===== src/hw/rtl/differential_drive_pd_move_unit_macros.svh =====
// Assertion macros shared by the drive move unit.
// Each use expects signals named clk and rst_n in the enclosing module.
`ifndef DIFFERENTIAL_DRIVE_PD_MOVE_UNIT_MACROS_SVH
`define DIFFERENTIAL_DRIVE_PD_MOVE_UNIT_MACROS_SVH
`ifndef SYNTHESIS
// cond implies prop in the same cycle
`define DDPM_ASSERT_SAME(label, cond, prop) \
  label: assert property (@(posedge clk) disable iff (!rst_n) (cond) |-> (prop)) \
    else $error("ddpm assertion failed");
// cond implies prop in the next cycle
`define DDPM_ASSERT_NEXT(label, cond, prop) \
  label: assert property (@(posedge clk) disable iff (!rst_n) (cond) |=> (prop)) \
    else $error("ddpm assertion failed");
`else
`define DDPM_ASSERT_SAME(label, cond, prop)
`define DDPM_ASSERT_NEXT(label, cond, prop)
`endif
`endif


===== src/hw/rtl/ddpm_queue.sv =====
`timescale 1ns / 1ps
`include "differential_drive_pd_move_unit_macros.svh"

module ddpm_queue #(
  parameter int WIDTH = 8,
  parameter int DEPTH = 4,
  localparam int PTR_W = (DEPTH > 1) ? $clog2(DEPTH) : 1,
  localparam int CNT_W = $clog2(DEPTH + 1)
) (
  input  logic             clk,
  input  logic             rst_n,
  input  logic             push,
  input  logic [WIDTH-1:0] push_data,
  output logic             full,
  input  logic             pop,
  output logic             pop_valid,
  output logic [WIDTH-1:0] pop_data
);

  logic [WIDTH-1:0] mem_r [DEPTH];
  logic [PTR_W-1:0] wr_ptr_r;
  logic [PTR_W-1:0] rd_ptr_r;
  logic [CNT_W-1:0] count_r;

  assign full      = (count_r == CNT_W'(DEPTH));
  assign pop_valid = (count_r != '0);
  assign pop_data  = mem_r[rd_ptr_r];

  always_ff @(posedge clk) begin
    if (!rst_n) begin
      wr_ptr_r <= '0;
      rd_ptr_r <= '0;
      count_r  <= '0;
    end else begin
      if (push) begin
        wr_ptr_r <= (wr_ptr_r == PTR_W'(DEPTH - 1)) ? '0 : wr_ptr_r + 1'b1;
      end
      if (pop) begin
        rd_ptr_r <= (rd_ptr_r == PTR_W'(DEPTH - 1)) ? '0 : rd_ptr_r + 1'b1;
      end
      if (push && !pop) begin
        count_r <= count_r + 1'b1;
      end else if (pop && !push) begin
        count_r <= count_r - 1'b1;
      end
    end
  end

  always_ff @(posedge clk) begin
    if (push) begin
      mem_r[wr_ptr_r] <= push_data;
    end
  end

  `DDPM_ASSERT_SAME(a_q_no_overflow, push, !full || pop)
  `DDPM_ASSERT_SAME(a_q_no_underflow, pop, pop_valid)
  `DDPM_ASSERT_SAME(a_q_count_bound, 1'b1, count_r <= CNT_W'(DEPTH))

endmodule


===== config.mk =====
export PLATFORM = sky130hd
export DESIGN_NAME = ddpm_queue
export DESIGN_NICKNAME = d
export VERILOG_FILES = /design/src/hw/rtl/ddpm_queue.sv
export VERILOG_INCLUDE_DIRS = /design/src /design/src/hw/rtl
export SDC_FILE = /design/constraint.sdc
export NUM_CORES = 1
export LEC_CHECK = 0
export BUFFER_PORTS_ARGS = -buffer_cell sky130_fd_sc_hd__buf_2
export CAP_MARGIN = 20
export CORE_MARGIN = 2
export CORE_UTILIZATION = 25
export CTS_CLUSTER_DIAMETER = 40
export DETAILED_ROUTE_END_ITERATION = 12
export PLACE_DENSITY_LB_ADDON = 0.25
export SKIP_LAST_GASP = 1
export SYNTH_ARGS = -nofsm -noshare
export SYNTH_HDL_FRONTEND = slang
export SYNTH_SLANG_ARGS = --single-unit

===== constraint.sdc =====
create_clock -name clk -period 1.5 [get_ports clk]
set_input_delay 0.3 -clock clk [delete_from_list [all_inputs] [get_ports clk]]
set_output_delay 0.3 -clock clk [all_outputs]
set_load 0.05 [all_outputs]

==> impl_metrics.ini <==
[run_status]
outcome = finished with violations
violations = setup timing

[yosys]
edff_count_synth = 32
post_synthesis_sequential_area_ratio_pct = 70.6
postSynthNetCount = 105
synthMostInstantiatedCell = sky130_fd_sc_hd__edfxtp_1
synth-seq-cells = 41
synthesis.instances = 86
synth_top_flop_cell = sky130_fd_sc_hd__edfxtp_1
syn-mean-instance-area_sq_um = 18.8
yosys_warnings = 0
async_flop_share_pct = 0
synth_area_sq_mm = 0.00162
synthDominantCellAreaShare_pct = 59.4
netlist.top_cell.by_area = sky130_fd_sc_hd__edfxtp_1
synth_top_cells_by_count = sky130_fd_sc_hd__edfxtp_1, sky130_fd_sc_hd__dfxtp_1, sky130_fd_sc_hd__mux4_2, sky130_fd_sc_hd__ha_1
post_synth_num_cell_types = 20
ys_top_cells_by_area = sky130_fd_sc_hd__edfxtp_1, sky130_fd_sc_hd__dfxtp_1, sky130_fd_sc_hd__mux4_2, sky130_fd_sc_hd__ha_1, sky130_fd_sc_hd__mux2i_1

[die]
die_height_um = 84.4
core_area_sq_mm = 0.00631
starting_utilization_of_the_core_area_pct = 25.6
die_width_um = 84.4
floorplan.rows = 29
design.die.area_sq_mm = 0.00713
design.portCount = 22

[setup_path]
cp-start-kind = flop
worst-r2r-setup-slack_ns = 0.05
timing.setup.critical_path_class = flop to output pin
crit_path_end_kind = output pin
critical-path-slowest-cell = sky130_fd_sc_hd__mux4_2
required_time_reported_for_the_critical_path_endpoint_ns = 1.20
series_of_cell_instances_along_the_critical_path = buf_12, mux4_2, buf_6
timing.critical_path.arrival_ns = 1.45
critPathMaxStageDelay_ns = 0.52
critical_path_peak_fanout = 8

[placement]
dp_hpwl_um = 1930
detailedPlace.worstSlack_ns = -0.202
place_congestion = 0.638
placed_cell_area_sq_mm = 0.00192
port-buffer-count = 21

[timing]
fmaxAchievable_ghz = 0.572
worst_slew_margin_rel_pct = 83.6
grt_setup_unrepaired = yes
min_period_ns = 1.75
worst_pin_slew_ns = 0.248
timing.final.crit_share_pct = 117
clock-skew-final_ns = 0.00498
finalWorstSetupSlack_ns = -0.248
setup_viol_count_final = 8
timing.final.hold_violations = 0
timing.final.max_slew_violations = 0

[pwr]
power.density_mw_per_mm2 = 1350
design_power_total_uw = 2890
leakage_uw = 0.000783
worst_ir_drop_vdd_mv = 0.565

[global_routing]
groute.usage.overall_pct = 8.19
first_global_vias = 919
global_route.usage.met2_pct = 14.2
globalRouteOverflowTotal = 0
first_pass_grt_wire_length_um = 4390
global_route.peak_usage_layer = met2
largest_net_degree_at_the_start_of_global_routing = 15
grt.met1_usage_pct = 8.95
grt_util_met3_pct = 2.85
antenna_found_initial = 0

[cts]
cts.hold.buffers_added = 0
cts_inserted_buffers = 5
clock_insertion_delay_worst_skew_ns = 0.28
post-cts-setup-buffer-count = 0
root_buffer = sky130_fd_sc_hd__clkbuf_8
max_root_sink_buffers = 2
worst_setup_hold_path_clk_slew_ns = 0.08
tritoncts_num_sinks = 41
cts_tree = done
htreeDepth = 2

[detailed_routing]
drt_first_iter_violations = 40
routed_via_density = 4.19
remaining_number_of_nets_flagged_by_the_antenna_check_after_routing = 0
drt-total-wl_um = 2710
wl_per_cell_um = 13.5
detail_route.drc_violations = 0
drt-pass1-iter-count = 2
routed-via-count = 838

[layout]
fin_nets = 141
drive_gt1_share_pct = 45.5
synthToLayoutAreaGrowth_pct = 31.8
number_of_inserted_diodes = 0
post-route-cell-area_sq_mm = 0.00213

[run]
max_cap_violations = 0

[min_path]
hp-class = input pin to flop
power by group:
| part | internal (uW) | switching, uW |
|---|---|---|
| clock network | 669 | 366 |
| registers | 1290 | 37.7 |
| logic | 231 | 286 |
| total | 2200 | 690 |
cell usage in the layout (no fill, tap or decap), types with 5 or more instances in the layout:
cell and n:
sky130_fd_sc_hd__buf_6 8, sky130_fd_sc_hd__and2_1 5, sky130_fd_sc_hd__edfxtp_1 32, sky130_fd_sc_hd__mux4_2 8, sky130_fd_sc_hd__ha_1 5, sky130_fd_sc_hd__buf_4 8
sky130_fd_sc_hd__nor2b_1 5, sky130_fd_sc_hd__buf_2 12, sky130_fd_sc_hd__dfxtp_1 6, sky130_fd_sc_hd__clkbuf_8 5
cell families (layout without fill, tap and decap cells):
logic type,Yosys count,count (layout),share of synthesized area [%]
flops,41,41,70.6
mux,12,12,13.6
xor+xnor,2,2,1.08
compound gates,3,3,1.24
fa+ha+maj,7,7,5.88
simple gates,15,15,5.65
buf+inv,6,43,1.93
state kept, by name, summed over array words and instances (netlist names), named ones only:
| name | count |
|---|---|
| wr_ptr_r | 2 |
| rd_ptr_r | 2 |
| count_r | 3 |
| mem_r | 32 |
critical path: cells and delay by family, from the launching register on:
family,cells,cell delay (ns)
buf+inv,2,0.31
mux,1,0.52
flops,1,0.34
per-layer routing:
metal | share of wire (%) | up-vias | routed length (um)
met5 | 0 | - | 0
met4 | 0.37 | 0 | 10
met3 | 5.2 | 2 | 140
li1 | - | 395 | -
met1 | 41 | 422 | 1100
met2 | 54 | 19 | 1450
cell type report:
type                       count  area [sq um]
clock buffer                   5          68.8
clock inverter                 3          68.8
fill                         619          4180
inverter                       4          15.0
multi-input combinational     39           469
sequential                    41          1150
tap                           77          96.3
timing repair buffer          31           265
metrics by stage:
step,util (%),instances,TNS (ns),hold slack [ns]
finish,33.7,200,-1.91,0.224
global route,33.7,200,-2.40,0.213
CTS,33.6,200,-2.12,0.207
detailed placement,30.4,192,-0.266,0.504
global placement,30.4,192,-0.176,0.479
floorplan,-,86,0,0.399
worst paths after layout:
path,startpoint,to,depth (start not counted)
hold reg to reg,count_r[2],count_r[2],2
setup / recovery,flop,pop_data[2],3
setup reg to reg,count_r[0],count_r[2],4
hold / removal,push_data[5],mem_r[2][5],1
timing repair:
action                                  in CTS  in global routing
pin swaps                                    0                  1
gates resized for setup                     21                  3
endpoints found under the setup margin       9                 10
Note: power is estimated with default switching activity, not from simulation.
