**src/hw/rtl/differential_drive_pd_move_unit_macros.svh**
```systemverilog
// Assertion macros shared by the drive move unit.
// Each use expects signals named clk and rst_n in the enclosing module.
`ifndef DIFFERENTIAL_DRIVE_PD_MOVE_UNIT_MACROS_SVH
`define DIFFERENTIAL_DRIVE_PD_MOVE_UNIT_MACROS_SVH
`ifndef SYNTHESIS
// cond implies prop in the same cycle
`define DDPM_ASSERT_SAME(label, cond, prop) \
  label: assert property (@(posedge clk) disable iff (!rst_n) (cond) |-> (prop)) \
    else $error("ddpm assertion failed");
// cond implies prop in the next cycle
`define DDPM_ASSERT_NEXT(label, cond, prop) \
  label: assert property (@(posedge clk) disable iff (!rst_n) (cond) |=> (prop)) \
    else $error("ddpm assertion failed");
`else
`define DDPM_ASSERT_SAME(label, cond, prop)
`define DDPM_ASSERT_NEXT(label, cond, prop)
`endif
`endif

```
**src/hw/rtl/ddpm_pkg.sv**
```systemverilog
`timescale 1ns / 1ps

package ddpm_pkg;

  localparam int CFG_IDX_W  = 3;
  localparam int CFG_DATA_W = 24;
  localparam int TIME_W     = 32;
  localparam int SPEED_W    = 11;
  localparam int TARGET_W   = 24;
  localparam int BIAS_W     = 16;
  localparam int GAIN_W     = 24;
  localparam int MAXSPD_W   = 8;
  localparam int POWER_W    = MAXSPD_W + 1;
  localparam int THR_W      = 16;
  localparam int TMO_W      = 16;
  localparam int FRAC_BITS  = 17;
  localparam int QUEUE_DEPTH = 4;

  localparam logic KIND_START  = 1'b0;
  localparam logic KIND_SAMPLE = 1'b1;

  typedef enum logic [CFG_IDX_W-1:0] {
    REG_TURN_MODE,
    REG_ACCEPT_WITHOUT_DWELL,
    REG_PROP_GAIN,
    REG_DERIV_GAIN,
    REG_SIDE_GAIN,
    REG_MAX_SPEED,
    REG_SETTLE_THRESHOLD,
    REG_TIMEOUT_MS
  } cfg_reg_t;

  typedef enum logic [1:0] {
    CAUSE_RUNNING,
    CAUSE_REACHED,
    CAUSE_STALLED,
    CAUSE_TIMEOUT
  } exit_cause_t;

  typedef struct packed {
    logic                turn_mode;
    logic                accept_without_dwell;
    logic [GAIN_W-1:0]   prop_gain;
    logic [GAIN_W-1:0]   deriv_gain;
    logic [GAIN_W-1:0]   side_gain;
    logic [MAXSPD_W-1:0] max_speed;
    logic [THR_W-1:0]    settle_threshold;
    logic [TMO_W-1:0]    timeout_ms;
  } cfg_t;

  localparam cfg_t CFG_RESET = '{
    turn_mode:            1'b0,
    accept_without_dwell: 1'b0,
    prop_gain:            24'd13107,
    deriv_gain:           24'd98,
    side_gain:            24'd0,
    max_speed:            8'd100,
    settle_threshold:     16'd25,
    timeout_ms:           16'd0
  };

  // Status that travels with each transaction from classification to output
  typedef struct packed {
    logic        zero_power;
    logic        move_done;
    exit_cause_t exit_cause;
  } ctl_t;

  // Doubled error width: holds 2*target - (dr +- dl) + 2*bias without overflow
  function automatic int err_width(input int pos_bits);
    return ((pos_bits > TARGET_W) ? pos_bits : TARGET_W) + 3;
  endfunction

endpackage

```
**src/hw/rtl/ddpm_front.sv**
```systemverilog
`timescale 1ns / 1ps
`include "differential_drive_pd_move_unit_macros.svh"

module ddpm_front #(
  parameter int POSITION_BITS   = 24,
  parameter int SETTLE_DWELL_MS = 250,
  parameter int STALL_DWELL_MS  = 1000,
  parameter int STALL_SPEED     = 50,
  localparam int DELTA_W = POSITION_BITS + 1,
  localparam int SIDE_W  = POSITION_BITS + 2,
  localparam int E_W     = ddpm_pkg::err_width(POSITION_BITS),
  localparam int V_W     = ddpm_pkg::SPEED_W + 1
) (
  input  logic                                clk,
  input  logic                                rst_n,
  input  ddpm_pkg::cfg_t                      cfg,
  input  logic                                in_valid,
  output logic                                in_ready,
  input  logic                                in_kind,
  input  logic [ddpm_pkg::TIME_W-1:0]         in_time_ms,
  input  logic signed [POSITION_BITS-1:0]     in_right_position,
  input  logic signed [POSITION_BITS-1:0]     in_left_position,
  input  logic signed [ddpm_pkg::SPEED_W-1:0] in_right_speed,
  input  logic signed [ddpm_pkg::SPEED_W-1:0] in_left_speed,
  input  logic signed [ddpm_pkg::TARGET_W-1:0] in_target_distance,
  input  logic signed [ddpm_pkg::BIAS_W-1:0]  in_overshoot_bias,
  input  logic                                q_full,
  output logic                                q_push,
  output ddpm_pkg::ctl_t                      q_ctl,
  output logic signed [E_W-1:0]               q_ea2,
  output logic signed [V_W-1:0]               q_v2,
  output logic signed [SIDE_W-1:0]            q_side
);

  import ddpm_pkg::*;

  localparam logic [TIME_W-1:0] SETTLE_LIM = TIME_W'(SETTLE_DWELL_MS);
  localparam logic [TIME_W-1:0] STALL_LIM  = TIME_W'(STALL_DWELL_MS);
  localparam logic [V_W-1:0]    SPEED_LIM  = V_W'(STALL_SPEED);

  logic en;

  // move context captured by a start transaction
  logic signed [POSITION_BITS-1:0] start_right_r;
  logic signed [POSITION_BITS-1:0] start_left_r;
  logic [TIME_W-1:0]               move_t0_r;
  logic signed [TARGET_W-1:0]      target_r;
  logic signed [BIAS_W-1:0]        bias_r;

  // stage A: position deltas
  logic                        a_v_r;
  logic                        a_kind_r;
  logic [TIME_W-1:0]           a_time_r;
  logic [TIME_W-1:0]           a_t0_r;
  logic signed [DELTA_W-1:0]   a_dr_r;
  logic signed [DELTA_W-1:0]   a_dl_r;
  logic signed [SPEED_W-1:0]   a_rs_r;
  logic signed [SPEED_W-1:0]   a_ls_r;
  logic signed [TARGET_W-1:0]  a_tgt_r;
  logic signed [BIAS_W-1:0]    a_bias_r;
  logic signed [DELTA_W-1:0]   dr_nxt;
  logic signed [DELTA_W-1:0]   dl_nxt;

  // stage B: doubled error, speed sum, side difference (speed difference and side sum in turn mode)
  logic signed [E_W-1:0]       t2;
  logic signed [E_W-1:0]       drx;
  logic signed [E_W-1:0]       dlx;
  logic signed [SIDE_W-1:0]    sdr;
  logic signed [SIDE_W-1:0]    sdl;
  logic signed [V_W-1:0]       rs_ext;
  logic signed [V_W-1:0]       ls_ext;
  logic [V_W-1:0]              rs_mag;
  logic [V_W-1:0]              ls_mag;
  logic signed [E_W-1:0]       e2_nxt;
  logic signed [V_W-1:0]       v2_nxt;
  logic signed [SIDE_W-1:0]    side_nxt;

  // stage C: thresholds, timers and classification
  logic                        c_v_r;
  logic                        c_kind_r;
  logic [TIME_W-1:0]           c_time_r;
  logic [TIME_W-1:0]           c_t0_r;
  logic signed [E_W-1:0]       c_e2_r;
  logic signed [V_W-1:0]       c_v2_r;
  logic signed [SIDE_W-1:0]    c_side_r;
  logic signed [BIAS_W-1:0]    c_bias_r;
  logic                        c_slow_r;
  logic                        c_fast_r;

  logic                        b_v_r;
  logic                        b_kind_r;
  logic [TIME_W-1:0]           b_time_r;
  logic [TIME_W-1:0]           b_t0_r;
  logic signed [BIAS_W-1:0]    b_bias_r;
  logic signed [E_W-1:0]       b_e2_r;
  logic signed [V_W-1:0]       b_v2_r;
  logic signed [SIDE_W-1:0]    b_side_r;
  logic                        b_slow_r;
  logic                        b_fast_r;

  logic                        settle_armed_r;
  logic [TIME_W-1:0]           settle_since_r;
  logic                        stall_armed_r;
  logic [TIME_W-1:0]           stall_since_r;
  logic                        stall_latched_r;
  logic                        timeout_latched_r;

  logic                        e_neg;
  logic [E_W-1:0]              abs_e2;
  logic                        in_thr;
  logic signed [E_W-1:0]       bias2;
  logic                        settle_armed_nxt;
  logic [TIME_W-1:0]           settle_since_nxt;
  logic                        stall_armed_nxt;
  logic [TIME_W-1:0]           stall_since_nxt;
  logic [TIME_W-1:0]           settle_el;
  logic [TIME_W-1:0]           stall_el;
  logic [TIME_W-1:0]           move_el;
  logic                        reached;
  logic                        stalled;
  logic                        timed;
  logic                        latched;
  exit_cause_t                 cause;
  logic                        smp_push;
  logic                        start_push;

  // the whole front advances together; it holds only when stage C cannot push
  assign en       = !c_v_r || !q_full;
  assign in_ready = en;
  assign q_push   = c_v_r && en;

  assign smp_push   = q_push && (c_kind_r == KIND_SAMPLE);
  assign start_push = q_push && (c_kind_r == KIND_START);

  assign dr_nxt = {in_right_position[POSITION_BITS-1], in_right_position}
                - {start_right_r[POSITION_BITS-1], start_right_r};
  assign dl_nxt = {in_left_position[POSITION_BITS-1], in_left_position}
                - {start_left_r[POSITION_BITS-1], start_left_r};

  always_comb begin
    t2     = {{(E_W-TARGET_W-1){a_tgt_r[TARGET_W-1]}}, a_tgt_r, 1'b0};
    drx    = {{(E_W-DELTA_W){a_dr_r[DELTA_W-1]}}, a_dr_r};
    dlx    = {{(E_W-DELTA_W){a_dl_r[DELTA_W-1]}}, a_dl_r};
    sdr    = {a_dr_r[DELTA_W-1], a_dr_r};
    sdl    = {a_dl_r[DELTA_W-1], a_dl_r};
    rs_ext = {a_rs_r[SPEED_W-1], a_rs_r};
    ls_ext = {a_ls_r[SPEED_W-1], a_ls_r};
    rs_mag = a_rs_r[SPEED_W-1] ? -rs_ext : rs_ext;
    ls_mag = a_ls_r[SPEED_W-1] ? -ls_ext : ls_ext;
    if (cfg.turn_mode) begin
      e2_nxt   = t2 - drx + dlx;
      v2_nxt   = rs_ext - ls_ext;
      side_nxt = sdr + sdl;
    end else begin
      e2_nxt   = t2 - drx - dlx;
      v2_nxt   = rs_ext + ls_ext;
      side_nxt = sdr - sdl;
    end
  end

  always_comb begin
    e_neg  = c_e2_r[E_W-1];
    abs_e2 = e_neg ? -c_e2_r : c_e2_r;
    in_thr = abs_e2 <= E_W'({cfg.settle_threshold, 1'b0});
    bias2  = {{(E_W-BIAS_W-1){c_bias_r[BIAS_W-1]}}, c_bias_r, 1'b0};
    q_ea2  = e_neg ? c_e2_r - bias2 : c_e2_r + bias2;
    q_v2   = c_v2_r;
    q_side = c_side_r;

    settle_armed_nxt = in_thr;
    settle_since_nxt = (in_thr && !settle_armed_r) ? c_time_r : settle_since_r;
    stall_armed_nxt  = c_fast_r ? 1'b0 : (c_slow_r ? 1'b1 : stall_armed_r);
    stall_since_nxt  = (c_slow_r && !stall_armed_r) ? c_time_r : stall_since_r;

    settle_el = c_time_r - settle_since_r;
    stall_el  = c_time_r - stall_since_r;
    move_el   = c_time_r - c_t0_r;

    // a timer armed on this very sample has zero elapsed time
    reached = in_thr && (cfg.accept_without_dwell || (settle_armed_r && settle_el > SETTLE_LIM));
    stalled = stall_armed_nxt && stall_armed_r && (stall_el > STALL_LIM);
    timed   = (cfg.timeout_ms != '0) && (move_el > TIME_W'(cfg.timeout_ms));
    latched = stall_latched_r || timeout_latched_r;

    if (stalled) begin
      cause = CAUSE_STALLED;
    end else if (timed) begin
      cause = CAUSE_TIMEOUT;
    end else if (reached) begin
      cause = CAUSE_REACHED;
    end else begin
      cause = CAUSE_RUNNING;
    end

    if (c_kind_r == KIND_START) begin
      q_ctl.zero_power = 1'b1;
      q_ctl.move_done  = 1'b0;
      q_ctl.exit_cause = CAUSE_RUNNING;
    end else if (latched) begin
      q_ctl.zero_power = 1'b1;
      q_ctl.move_done  = 1'b1;
      q_ctl.exit_cause = stall_latched_r ? CAUSE_STALLED : CAUSE_TIMEOUT;
    end else begin
      q_ctl.zero_power = 1'b0;
      q_ctl.move_done  = (cause != CAUSE_RUNNING);
      q_ctl.exit_cause = cause;
    end
  end

  always_ff @(posedge clk) begin
    if (!rst_n) begin
      a_v_r         <= 1'b0;
      b_v_r         <= 1'b0;
      c_v_r         <= 1'b0;
      start_right_r <= '0;
      start_left_r  <= '0;
      move_t0_r     <= '0;
      target_r      <= '0;
      bias_r        <= '0;
    end else begin
      if (en) begin
        a_v_r <= in_valid;
        b_v_r <= a_v_r;
        c_v_r <= b_v_r;
      end
      if (in_valid && en && in_kind == KIND_START) begin
        start_right_r <= in_right_position;
        start_left_r  <= in_left_position;
        move_t0_r     <= in_time_ms;
        target_r      <= in_target_distance;
        bias_r        <= in_overshoot_bias;
      end
    end
  end

  // payload stages; a sample carries the move context it was accepted under
  always_ff @(posedge clk) begin
    if (en) begin
      a_kind_r <= in_kind;
      a_time_r <= in_time_ms;
      a_t0_r   <= move_t0_r;
      a_dr_r   <= dr_nxt;
      a_dl_r   <= dl_nxt;
      a_rs_r   <= in_right_speed;
      a_ls_r   <= in_left_speed;
      a_tgt_r  <= target_r;
      a_bias_r <= bias_r;

      b_kind_r <= a_kind_r;
      b_time_r <= a_time_r;
      b_t0_r   <= a_t0_r;
      b_bias_r <= a_bias_r;
      b_e2_r   <= e2_nxt;
      b_v2_r   <= v2_nxt;
      b_side_r <= side_nxt;
      b_slow_r <= (rs_mag < SPEED_LIM) && (ls_mag < SPEED_LIM);
      b_fast_r <= (rs_mag > SPEED_LIM) || (ls_mag > SPEED_LIM);

      c_kind_r <= b_kind_r;
      c_time_r <= b_time_r;
      c_t0_r   <= b_t0_r;
      c_bias_r <= b_bias_r;
      c_e2_r   <= b_e2_r;
      c_v2_r   <= b_v2_r;
      c_side_r <= b_side_r;
      c_slow_r <= b_slow_r;
      c_fast_r <= b_fast_r;
    end
  end

  always_ff @(posedge clk) begin
    if (!rst_n) begin
      settle_armed_r    <= 1'b0;
      settle_since_r    <= '0;
      stall_armed_r     <= 1'b0;
      stall_since_r     <= '0;
      stall_latched_r   <= 1'b0;
      timeout_latched_r <= 1'b0;
    end else if (q_push) begin
      if (c_kind_r == KIND_START) begin
        settle_armed_r    <= 1'b0;
        settle_since_r    <= '0;
        stall_armed_r     <= 1'b0;
        stall_since_r     <= '0;
        stall_latched_r   <= 1'b0;
        timeout_latched_r <= 1'b0;
      end else if (!latched) begin
        settle_armed_r <= settle_armed_nxt;
        settle_since_r <= settle_since_nxt;
        stall_armed_r  <= stall_armed_nxt;
        stall_since_r  <= stall_since_nxt;
        if (stalled) begin
          stall_latched_r <= 1'b1;
        end
        if (timed) begin
          timeout_latched_r <= 1'b1;
        end
      end
    end
  end

  `DDPM_ASSERT_NEXT(a_stall_latches, smp_push && !latched && stalled, stall_latched_r)
  `DDPM_ASSERT_SAME(a_latched_stop, smp_push && latched, q_ctl.zero_power && q_ctl.move_done)
  `DDPM_ASSERT_NEXT(a_start_clears, start_push, !latched && !settle_armed_r)

endmodule

```
**config.mk**
```make
export PLATFORM = sky130hd
export DESIGN_NAME = ddpm_front
export DESIGN_NICKNAME = d
export VERILOG_FILES = /design/src/hw/rtl/ddpm_pkg.sv /design/src/hw/rtl/ddpm_front.sv
export VERILOG_INCLUDE_DIRS = /design/src /design/src/hw/rtl
export SDC_FILE = /design/constraint.sdc
export NUM_CORES = 2
export LEC_CHECK = 0
export BUFFER_PORTS_ARGS = -buffer_cell sky130_fd_sc_hd__clkbuf_2
export CORE_ASPECT_RATIO = 1.1
export CORE_MARGIN = 2
export CORE_UTILIZATION = 50
export CTS_BUF_LIST = sky130_fd_sc_hd__clkbuf_8
export DETAILED_ROUTE_END_ITERATION = 7
export HOLD_SLACK_MARGIN = 0.02
export PLACE_DENSITY_LB_ADDON = 0.2
export SYNTH_ARGS = -nofsm -noshare
export SYNTH_HDL_FRONTEND = slang
export SYNTH_SLANG_ARGS = --single-unit
export TNS_END_PERCENT = 20
```
**constraint.sdc**
```tcl
create_clock -name clk -period 22 [get_ports clk]
set_input_delay 1.1 -clock clk [delete_from_list [all_inputs] [get_ports clk]]
set_output_delay 1.1 -clock clk [all_outputs]
set_load 0.01 [all_outputs]
```
==> results.txt <==
Status: completed
Drt drc: 0
IO Pins: 332
Final GP Congestion: 0.896
Port buffer count: 251
Slowest cell on crit path: o41a_1
Sum of net half-perimeters after detailed placement: 65800 um
Relative slew margins: 24.0%
Commonest cells after routing, fill and taps aside: edfxtp_1, nand2_1, inv_1
Area growth, synth to finish: 11.1%
Starting density of the core: 50.4%
Top post-synthesis cells by area: edfxtp_1, dfxtp_1, ha_1, nand2_1, xnor2_1
Cts repair resizes: 0
Nets@finish: 4517
Tcrit/Tclk final: 35.1%
Initial antenna violation count: 7
Max cap viols: 0
Mapped Cells: 3689
Post-CTS Setup Bufs: 0
Yosys cell types: 78
Worst EP required: 20900 ps
CTS buffer count: 104
Hold Violations, Final: 0
Critical path peak fanout: 4
FF+latch count, synth: 662
Hold_ws: 398 ps
Post-DRT Antenna Nets: 0
# clock sinks: 662
Worst path max stage delay: 490 ps
CTS Root Buffer Type: clkbuf_8
DRT Pass-1 Iters: 5
Clk_lat worst skew: 740 ps
Async set-reset flop share out of synthesis: 0%
CP Capture Type: output pin
GRT overflow: 0
Routed WL: 87800 um
Synth area leader: edfxtp_1
Via count: 27.6k
Post-synth net total: 4251
Largest net degree at the start of global routing: 97
Worst Setup Slack, final: 14280 ps
Pre-CTS worst setup slack: 15090 ps
CP Launch Type: flop
Hold Path Class: flop to flop
Final setup TNS: 0 ps
Longest Clk Path Bufs: 3
# rows: 105
GRT Total Usage: 22.6%
Final setup viols: 0
Worst Skew: 52.6 ps
Cell Area, Synth: 0.0376 sq mm
Synth warn: 0
Setup CP Type: flop to output pin
Clk slew on worst S/H paths: 60 ps
Tmin final: 7720 ps
Fmax: 0.130 GHz
Post-synth EDFFs: 471
Post-synth top area share: 37.6%
Util after Layout: 56.0%
Most common cell after layout, fill and taps aside: edfxtp_1
Max VDD drop: 0.0868 mV
Core Box Area: 0.0746 sq mm
Critical path cell sequence: inv_1 -> ha_1 -> inv_1 -> fa_1 -> a21o_1 -> a221oi_1 -> o31ai_1 -> a21o_1 -> a21oi_1 -> xnor2_1 -> ha_1 -> nand4_1 -> or3_1 -> or2_2 -> a2111oi_0 -> nand4_1 -> nor4b_1 -> a31oi_1 -> o41a_1 -> clkbuf_2
Die W: 266 um
Wire per inst: 17.5 um
Slew Viols, Final: 0
TritonCTS clock tree: yes
Share of post-route cells with drive strength above 1: 12.6%
Mean post-synth cell area: 10.2 sq um
Sequential fraction of the synthesis area: 47.7%
Vias per cell: 5.51
RSZ-0062 raised after global routing: no
Htree depth: 3
Chip height: 292 um
PwrDens: 103 mW/mm^2
First-pass GRT wire length: 139000 um
CTS Hold Bufs: 0
Leakage: 16.9 nW
FILL cells: 6700
1st-iter DRT viols: 1865
Vias in the first global route: 26.0k
Die ar.: 0.0775 sq mm
Main synth FF type: edfxtp_1
Worst-Margin Slew: 1140 ps
Crit path DAT: 6620 ps
==> path summary, 6_finish.rpt <==
| check | cells past startpoint | start | to | slack, ps |
|---|---|---|---|---|
| max | 20 | c_time_r[0] | q_ctl[1] | 14280 |
| min | 0 | a_time_r[13] | b_time_r[13] | 400 |
| max reg2reg | 20 | c_time_r[0] | timeout_latched_r | 16350 |
| min reg2reg | 0 | a_time_r[13] | b_time_r[13] | 400 |
==> routing by layer <==
| metal | up-vias | share of wire [%] | track usage (%) |
|---|---|---|---|
| met1 | 13000 | 47 | 31.3 |
| met2 | 580 | 46 | 36.8 |
| met5 | - | 0 | 0 |
| met4 | 0 | 2.2 | 6.59 |
| li1 | 13900 | - | - |
| met3 | 114 | 4.8 | 3.36 |
==> registers in the layout (all words and copies together) (netlist names), 24 cells and up <==
register	flops
a_time_r	32
a_t0_r	32
target_r	24
b_side_r	25
b_time_r	32
c_time_r	32
move_t0_r	32
start_right_r	24
q_side	25
a_dl_r	25
settle_since_r	32
start_left_r	24
b_e2_r	27
c_e2_r	27
a_dr_r	25
stall_since_r	32
a_tgt_r	24
c_t0_r	32
b_t0_r	32
==> final cells by class <==
cell class / instances / area (sq um) / share of cell area, %
Antenna cell: 4 / 10.0 / 0.0239
Sequential cell: 662 / 18000 / 43.0
Inverter: 311 / 1170 / 2.79
Multi-Input combinational cell: 2608 / 18000 / 43.1
Clock buffer: 112 / 1540 / 3.69
Clock inverter: 81 / 514 / 1.23
Tap cell: 963 / 1200 / 2.88
Timing Repair Buffer: 268 / 1390 / 3.32
==> metrics by stage <==
stage / power [mW] / instances / cell area, sq um
after floorplan: 2.84 / 3689 / 37600
after global placement: 3.28 / 4812 / 39800
after detailed placement: 3.31 / 4812 / 39800
after CTS: 4.34 / 5005 / 41800
after global routing: 4.60 / 5009 / 41800
final: 4.31 / 5009 / 41800
==> logic make-up after synthesis <==
group | synth area share [%]
AOI/OAI and AO/OA | 17.4
xor gates and xnor gates | 5.54
adders and majority gates | 10.2
buffers and inverters | 4.45
DFF | 47.7
muxes | 0.545
and+or+nand+nor | 14.2
==> cell usage after synthesis (32+ instances only) <==
master	number
dfxtp_1	191
nor2_1	194
nand2_1	419
xor2_1	84
ha_1	291
nor2b_1	76
clkbuf_1	95
nand2b_1	34
o211ai_1	32
nor3_1	79
a21o_1	73
o21a_1	46
edfxtp_1	471
o21ai_0	132
a21oi_1	241
nand3_1	62
xnor2_1	154
a21boi_0	139
inv_1	311
a22oi_1	35
==> report_power, final <==
part           total [mW]  internal [mW]  switching, mW
registers            1.72           1.58          0.139
logic                1.56          0.676          0.888
clock network        1.02          0.533          0.489
total                4.31           2.79           1.52
==> critical path: cells and delay by family (launching register included) <==
kind	cells	cell delay, ps
buffers and inverters	3	440
adders and majority gates	3	870
xor gates and xnor gates	1	100
DFF	1	440
and+or+nand+nor	5	1400
AOI/OAI and AO/OA	8	2620
No activity file was read; power rests on OpenSTA's default activity.
